<file path="config.mk">
export PLATFORM = sky130hd
export DESIGN_NAME = bkv_ctrl
export DESIGN_NICKNAME = d
export VERILOG_FILES = /design/src/rtl/core/bkv_pkg.sv /design/src/rtl/core/bkv_ctrl.sv
export SDC_FILE = /design/constraint.sdc
export NUM_CORES = 1
export LEC_CHECK = 0
export BUFFER_PORTS_ARGS = -buffer_cell sky130_fd_sc_hd__buf_2
export CORE_AREA = 2 2 39 41
export CTS_BUF_LIST = sky130_fd_sc_hd__clkbuf_2
export DETAILED_ROUTE_END_ITERATION = 7
export DIE_AREA = 0 0 41 43
export PLACE_DENSITY = 0.3
export SYNTH_ARGS = -nofsm -noshare
export SYNTH_HDL_FRONTEND = slang
export SYNTH_SLANG_ARGS = --single-unit
</file>
<file path="constraint.sdc">
create_clock -name clock -period 2.45 [get_ports clock]
set_input_delay 0.6125 -clock clock [delete_from_list [all_inputs] [get_ports clock]]
set_output_delay 0.6125 -clock clock [all_outputs]
set_load 0.005 [all_outputs]
</file>
<file path="src/rtl/core/bkv_pkg.sv">
// Shared types and constants for the bucketed key-value table.
// Used by bkv_ctrl, bkv_datapath and the top module under rtl/core; depends on nothing else.
package bkv_pkg;

   localparam int KEY_W   = 31;
   localparam int VALUE_W = 32;

   localparam logic [1:0] ACT_PUT    = 2'd0;
   localparam logic [1:0] ACT_GET    = 2'd1;
   localparam logic [1:0] ACT_REMOVE = 2'd2;

   localparam logic signed [VALUE_W-1:0] NOT_FOUND_VALUE = -32'sd1;

   typedef struct packed {
      logic [1:0]                action;
      logic [KEY_W-1:0]          key;
      logic signed [VALUE_W-1:0] value;
   } req_type;

   typedef struct packed {
      logic signed [VALUE_W-1:0] read_value;
      logic                      found;
      logic                      status;
   } rsp_type;

   // One way of a bucket row as it sits in the store.
   typedef struct packed {
      logic                      valid;
      logic [KEY_W-1:0]          key;
      logic signed [VALUE_W-1:0] value;
   } entry_type;

   typedef enum logic [1:0] {
      ST_CLEAR,
      ST_IDLE,
      ST_EVAL
   } state_type;

   typedef struct packed {
      logic clear;
      logic load;
      logic commit;
   } cmd_type;

   typedef struct packed {
      logic clear_done;
      logic out_free;
   } sts_type;

endpackage

</file>
<file path="src/rtl/core/bkv_ctrl.sv">
// Sequencing state machine for the bucketed key-value table.
// Depends on bkv_pkg for the state, command and status types.
module bkv_ctrl (
   input  logic             clock,
   input  logic             reset,
   input  logic             req_valid,
   output logic             req_stall,
   input  bkv_pkg::sts_type sts,
   output bkv_pkg::cmd_type cmd
);

   bkv_pkg::state_type state_ff;
   bkv_pkg::state_type state_in;

   always_ff @(posedge clock) begin
      if (reset) begin
         state_ff <= bkv_pkg::ST_CLEAR;
      end else begin
         state_ff <= state_in;
      end
   end

   always_comb begin
      state_in = state_ff;
      case (state_ff)
         bkv_pkg::ST_CLEAR: begin
            if (sts.clear_done) state_in = bkv_pkg::ST_IDLE;
         end
         bkv_pkg::ST_IDLE: begin
            if (req_valid) state_in = bkv_pkg::ST_EVAL;
         end
         bkv_pkg::ST_EVAL: begin
            if (sts.out_free) state_in = bkv_pkg::ST_IDLE;
         end
         default: state_in = bkv_pkg::ST_CLEAR;
      endcase
   end

   always_comb begin
      cmd       = '0;
      req_stall = 1'b1;
      case (state_ff)
         bkv_pkg::ST_CLEAR: begin
            cmd.clear = 1'b1;
         end
         bkv_pkg::ST_IDLE: begin
            req_stall = 1'b0;
            cmd.load  = req_valid;
         end
         bkv_pkg::ST_EVAL: begin
            cmd.commit = sts.out_free;
         end
         default: begin
            req_stall = 1'b1;
         end
      endcase
   end

endmodule

</file>
# --- Word-level counts from Yosys, hierarchy flattened ---
# Index checks and enable logic that the tools add are counted.
# Widths: inputs -> output; s select.
classes:
  n_eq_ne: 5
  muxes: 8
  n_reduce_logical: 2
ops:
  columns: ["operator", "n"]
  rows:
  - ["$mux 2", 3]
  - ["$ne 2x2->1 const B", 3]
  - ["$pmux 2 s3", 1]
  - ["$mux 1", 4]
  - ["$reduce_and 3->1", 1]
  - ["$eq 2x1->1 const B", 1]
  - ["$eq 2x2->1 const B", 1]
  - ["$logic_not 2->1", 1]
totals:
  wordCells: 16
  output_inout_bits: 4
  register_bits: 2

# --- Logic depth before layout (Yosys ltp) ---
# Gate-level depths: netlist (run 1).
depth:
  ltp_word: 3
  depth_mapped: 2
  ltp_nobuf: 2

# --- Worst setup path before layout (run 1) ---
# No wires, ideal clock.
synth_path:
  kind: "input to output"
  startpoint: "in sts[0] in the netlist's numbering"
  endpoint: "out cmd[0] in the netlist's numbering"
  required_ps: 1837
  arrival_time_ps: 778
  cell_stages: 1
  path_buffers: 0
  path_slack_ps: 1059
  cell_sequence: "and3b_1"
synth_between:
  elab_chain_cells: 1
synth_lines:
  columns: ["element", "line_no", "rtl"]
  rows:
  - ["from (decl)", "bkv_ctrl.sv:8", "input bkv_pkg::sts_type sts,"]
  - ["$mux 1", "bkv_ctrl.sv:42", "case (state_ff)"]
  - ["to (decl)", "bkv_ctrl.sv:9", "output bkv_pkg::cmd_type cmd"]
# Every way passes these cells.

==> results of run 1 <==
[cells by family after synthesis]
logic type | Yosys count | synth area share (%)
and+or+nand+nor | 8 | 43.83
DFF | 2 | 35.96
AOI/OAI and AO/OA | 2 | 13.48
buffers and inverters | 2 | 6.744
[power by group]
part / switching, W / internal, W / leakage [nW] / total, W
clock: 0.0000170 / 0.0000324 / 0.0125 / 0.0000495
combinational: 0.00000789 / 0.0000112 / 0.0699 / 0.0000191
sequential: 0.00000391 / 0.0000355 / 0.0165 / 0.0000395
[cells in the final DEF, fill, tap and decap left out]
master / synthesis / layout
inv_1: 2 / 2
buf_2: 0 / 8
nand3b_1: 1 / 1
or2_1: 1 / 1
clkbuf_2: 0 / 3
nor2_1: 2 / 2
nand2_1: 1 / 1
or3b_1: 1 / 1
a32o_1: 1 / 1
nand2b_1: 1 / 1
dfxtp_1: 2 / 2
a21oi_1: 1 / 1
and3b_1: 1 / 1
[stage by stage]
step | hold WS (ps) | setup WS, ps | instance area, sq um | cells | total power [W]
2_1_floorplan | 524.2 | 1060 | 111.4 | 14 | 0.00004797
5_1_grt | 600.1 | 803.4 | 186.4 | 41 | 0.0001190
4_1_cts | 591.0 | 819.3 | 186.4 | 41 | 0.0001134
3_3_place_gp | 579.7 | 818.8 | 171.4 | 38 | 0.00005843
6_report | 591.2 | 823.1 | 186.4 | 41 | 0.0001080
3_5_place_dp | 591.4 | 819.3 | 171.4 | 38 | 0.00005908
[layout make-up]
| cell class | instances | area [sq um] | share of cell area (%) |
|---|---|---|---|
| timing repair buffer | 8 | 40.04 | 21.48 |
| sequential | 2 | 40.04 | 21.48 |
| multi-input combinational | 10 | 63.81 | 34.23 |
| tap | 16 | 20.02 | 10.74 |
| clock buffer | 3 | 15.01 | 8.054 |
| inverter | 2 | 7.507 | 4.027 |
[path summary, 6_finish.rpt]
check        cells past startpoint                        to                      from
max                              3                    cmd[0]                    sts[0]
min                              2  state_ff[1]$_SDFFE_PP0P_  state_ff[0]$_SDFFE_PP0P_
max reg2reg                      2  state_ff[0]$_SDFFE_PP0P_  state_ff[0]$_SDFFE_PP0P_
min reg2reg                      2  state_ff[1]$_SDFFE_PP0P_  state_ff[0]$_SDFFE_PP0P_
[routing by layer]
layer / wire length, um / part of all wire, % / track usage (%)
met2: 116 / 36 / 5.000
met4: 0 / 0 / 6.000
met5: 0 / 0 / 0
met1: 164 / 51 / 6.369
met3: 38 / 12 / 3.141
[critical path, delay by kind of cell]
kind	cells	cell delay (ps)
buffers and inverters	2	230
AND/OR/NAND/NOR	1	170
==> metrics.md, run 1 <==
| Metric | Value |
|---|---|
| Outcome | finished clean |
| Net total in the final layout | 32 |
| Classification of the worst-slack hold path | reg2reg |
| Worst slew pin tran | approximately 210 ps |
| Setup violations, final | 0 |
| Startpoint kind of the worst setup timing path | primary input |
| Number of buffers inserted during clock tree synthesis | 3 |
| Number of hold buffers added after CTS | 0 |
| Post-route DRC violation count | 0 |
| Number of max-cap violations | 0 |
| Total of buffers placed on input and output ports | 8 |
| Clock tree from TritonCTS | built |
| DRT Wirelength | approximately 320 um |
| Largest cells by area after synthesis | dfxtp_1, a32o_1, and3b_1 |
| Fin crit period | 1627 ps |
| Maximum number of pins on one net before global-route repair | 8 |
| Setup fix buffers added after clock tree synthesis | 0 |
| Global-route wire length before repair | 552 um |
| Peak VDD IR | ~120 uV |
| Core region area | 1384 sq um |
| PD cells | a little under 600 nW/um^2 |
| Post-layout util | a little over an eighth |
| Global Route Usage Sum | 5.105% |
| Worst-path cell with the longest stage delay | and3b_1 |
| Setup repair after global routing missed its margin | false |
| Clk buf depth | 2 |
| Critical path type | in2out |
| Async set-reset flop share out of synthesis | 0% |
| Leakage component of the power | between 0.09 and 0.1 nW |
| Cell types with the highest counts after synthesis | dfxtp_1, inv_1, nor2_1 |
| Number of global-route vias before repair | 141 |
| Die width | 41 um |
| Main flop type after synthesis | dfxtp_1 |
| Number of top-level design ports | 9 |
| Post-synthesis cell count | 14 |
| Number of inserted diodes | 0 |
| Number of flops mapped to enable cells by yosys | 0 |
| Final count of pins violating max slew | 0 |
| Placer's final routability congestion estimate | 0.6576 |
| Cell area after synthesis | 111.4 sq um |
| Via count normalized by instance count | 3.146 |
| Flip-flop count of the largest register after layout | 2 |
| Hold violation count in the final report | 0 |
| Antenna violations before repair | 0 |
| Highest clock rate | ~600 MHz |
| Portion of the post-synthesis area used by sequential elements | a little over a third |
| Clock tree root buffer cell | clkbuf_2 |
| Final-layout setup total negative slack | 0 ps |
| Final global-route overflow total | 0 |
| Flops & latches, synth | 2 |
| Number of distinct standard cells referenced by the synthesized netlist | 11 |
| Count of routing violations after the opening detailed-route iteration | 1 |
| Effective utilization at floorplan | 8.047% |
| 1st-pass router iterations | 2 |
| Number of cells upsized or downsized after cts | 0 |
| Net count after synthesis | 19 |
| Layout cell share with drive strength beyond 1 | 44.00% |
| Synth top area share | 35.96% |
| Clock Latency Late Sink | between 150 and 200 ps |
| Die height | 43 um |
| Residual antenna-violating net count after detailed routing | 0 |
| Mean instance size in the synthesized netlist | just under 8 sq um |
| Worst stage delay on the critical path | ~170 ps |
| Maximum fanout encountered on the critical timing path | 2 |
| Cell taking the most area after synthesis | dfxtp_1 |
| Setup slack of the worst register-to-register path | 1490 ps |
| Clock transition at path regs | ~30 ps |
| Placement row count | 14 |
| CTS sink count | 2 |
| Synthesis-to-finish area growth | 67.42% |
| Leading registers by flop count | state_ff: 2 flops |
| Skew final | approximately 3.2 ps |
| Critical path data required time | around 1800 ps |
| Max_slew headroom | approximately 86% |
| Ordered cell list for the critical path | buf_2 > and3b_1 > buf_2 |
| Critical path's most frequent cell | buf_2 |
| CP endpoint kind | primary output |
| Crit share post-route | 66.40% |
| Register bank with the most flops | state_ff |
| Arrival time reported for the critical path endpoint | a little over 1000 ps |
| Number of H-tree levels | 1 |
| Die footprint | 1763 sq um |
| Warnings, synthesis | 0 |
| Routed wire length per instance | 7.780 um |
| Via total after detailed routing | 129 |
| Layout filler cell count | 158 |
Note: power is estimated with default switching activity, not from simulation.
==> run 2: changes to the inputs <==
clock period = 1.4 ns   (was 2.45 ns; I/O delays follow)
==> metrics.md, run 2 (synthesis results as in run 1) <==
| Metric | Value |
|---|---|
| Worst setup path start | state_ff[0]$_SDFFE_PP0P_ |
| Ordered cell list for the critical path | and3b_1 > buf_2 |
| Setup violations, final | 0 (unchanged) |
| Number of hold buffers added after CTS | 0 (unchanged) |
| Count of routing violations after the opening detailed-route iteration | 6 (+5) |
| Placed cell areas | 171.4 sq um (unchanged) |
| Met1 Routed Length | 202 um (+23%) |
| PD cells | 1038 nW/um^2 (+79%) |
| Worst-path cell with the longest stage delay | dfxtp_1 |
| Via total after detailed routing | 123 (-4.7%) |
| Number of inserted diodes | 0 (unchanged) |
| Routed wire length per instance | 7.829 um (+0.63%) |
| Residual antenna-violating net count after detailed routing | 0 (unchanged) |
| Flip-flop count of the largest register after layout | 2 (unchanged) |
| Clock transition at path regs | 30 ps (about the same) |
| Startpoint kind of the worst setup timing path | flip-flop |
| Number of global-route vias before repair | 131 (-7.1%) |
| Dominant delay contributor by cell family on the critical path | flip-flops |
| Setup slack of the worst register-to-register path | 450 ps (-1040 ps) |
| Clock tree root buffer cell | clkbuf_2 |
| Max_slew headroom | 87.19% (+1.4 points) |
| Hold path startpoint | reset |
| Setup fix buffers added after clock tree synthesis | 0 (unchanged) |
| Number of max-cap violations | 0 (unchanged) |
| Number of buffers inserted during clock tree synthesis | 3 (unchanged) |
| Sum of met2 wire segment lengths after detailed routing | 83 um (-28%) |
| Number of cells upsized or downsized after cts | 0 (unchanged) |
| Number of stages on the worst hold path | 2 (unchanged) |
| Reg-to-reg endpoint | state_ff[0]$_SDFFE_PP0P_ |
| Hold violation count in the final report | 0 (unchanged) |
| Maximum number of pins on one net before global-route repair | 8 (unchanged) |
| Final count of pins violating max slew | 0 (unchanged) |
| 1st-pass router iterations | 4 (+2) |
| Maximum fanout encountered on the critical timing path | 7 (+5) |
| Highest clock rate | around 780 MHz |
| Sum of met3 wire segment lengths after detailed routing | 35 um (-7.9%) |
| Effective utilization at floorplan | 8.047% (unchanged) |
| Antenna violations before repair | 0 (unchanged) |
| CP endpoint kind | primary output |
| Clock Latency Late Sink | 190 ps (about the same) |
| Clock tree from TritonCTS | built |
| Fin crit period | 1283 ps |
| Worst slew pin tran | 191.9 ps (-20.89 ps) |
| Die height | 43 um (unchanged) |
| Outcome | finished clean |
| Die width | 41 um (unchanged) |
| Arrival time reported for the critical path endpoint | 930 ps (-80 ps) |
| Final instance area | 186.4 sq um (unchanged) |
| Most common cell after layout, fill and taps aside | buf_2 |
| Sink of the worst hold path | state_ff[1]$_SDFFE_PP0P_ |
| Core region area | 1384 sq um (unchanged) |
| DRT Wirelength | 321 um (+0.63%) |
| Post-route DRC violation count | 0 (unchanged) |
| Most used cells in the layout excluding fill and tap cells | buf_2, clkbuf_2, nor2_1, inv_1, dfxtp_1 |
| CTS sink count | 2 (unchanged) |
| Worst stage delay on the critical path | 400 ps (+230 ps) |
| Number of top-level design ports | 9 (unchanged) |
| Die footprint | 1763 sq um (unchanged) |
| Leakage component of the power | 0.09887 nW (unchanged) |
| Placer's final routability congestion estimate | 0.6518 (-0.88%) |
| Skew final | 6.081 ps (+2.850 ps) |
| Layout cell share with drive strength beyond 1 | 44.00% (unchanged) |
| Number of buffers and inverters on the critical path | 1 (-1) |
| Leading registers by flop count | state_ff: 2 flops |
| Classification of the worst-slack hold path | in2reg |
| Final-layout setup total negative slack | 0 ps (unchanged) |
| Via count normalized by instance count | 3.000 (-4.7%) |
| Total of buffers placed on input and output ports | 8 (unchanged) |
| Layout filler cell count | 160 (+1.3%) |
| R2r worst-path depth | 2 (unchanged) |
| Startpoint of the worst register-to-register path | state_ff[0]$_SDFFE_PP0P_ |
| Net total in the final layout | 32 (unchanged) |
| Setup repair after global routing missed its margin | false |
| Placement row count | 14 (unchanged) |
| Clk buf depth | 2 (unchanged) |
| Synthesis-to-finish area growth | 67.42% (unchanged) |
| Critical path data required time | 1050 ps (-790 ps) |
| Crit share post-route | between 90% and 100% |
| Peak VDD IR | 277.7 uV (+130%) |
| Register bank with the most flops | state_ff |
| Global Route Usage Sum | 5.506% (+0.40 points) |
| Critical path type | reg2out |
| Number of H-tree levels | 1 (unchanged) |
| Top metal layer carrying routed signals | met3 |
| Global-route wire length before repair | 558 um (+1.1%) |
| Final global-route overflow total | 0 (unchanged) |
-- run 2: cell counts in the layout (fill, tap and decap cells not counted) --
Identical to the previous run, type by type.
-- run 2: metrics by stage --
step           hold slack (ps)  utilization (%)    power, W  cells  setup WS [ps]
2_1_floorplan            419.1                -  0.00008395     14          475.3
3_3_place_gp             550.9            12.39   0.0001021     38          308.5
3_5_place_dp             554.1            12.39   0.0001031     38          303.8
4_1_cts                  337.3            13.47   0.0002019     41          95.94
5_1_grt                  354.0            13.47   0.0002131     41          24.39
6_report                 356.2            13.47   0.0001935     41          117.1
-- run 2: worst reg2reg max path: cells and delay by family, from the launching register on --
| family | cells | cell delay [ps] |
|---|---|---|
| flip-flops | 1 | 340 |
| AO/OA/AOI/OAI | 1 | 250 |
| AND/OR/NAND/NOR | 1 | 240 |
-- run 2: worst max path at each step --
stage | endpoint | slack [ps] | depth (start not counted)
global placement | cmd[0] | 310 | 3
global route | cmd[0] | 20 | 2
detailed placement | cmd[0] | 300 | 3
CTS | cmd[0] | 100 | 2
floorplan | cmd[0] | 480 | 1
finish | cmd[0] | 120 | 2
-- run 2: area by class of cell --
type,instances,area [sq um],share of cell area (%)
sequential,2,40.04,21.48
timing repair buffer,8,40.04,21.48
clock buffer,3,15.01,8.054
tap,16,20.02,10.74
inverter,2,7.507,4.027
multi-input combinational,10,63.81,34.23
-- run 2: power by group --
| part | total, W | switching (W) | internal [W] |
|---|---|---|---|
| clock | 0.0000912 | 0.0000341 | 0.0000571 |
| sequential | 0.0000684 | 0.00000631 | 0.0000621 |
| combinational | 0.0000338 | 0.0000142 | 0.0000196 |
-- run 2: routing by layer --
metal,up-vias,track usage [%]
met4,0,6.000
met5,-,0
met3,0,4.712
met1,45,7.643
li1,70,-
met2,8,4.063
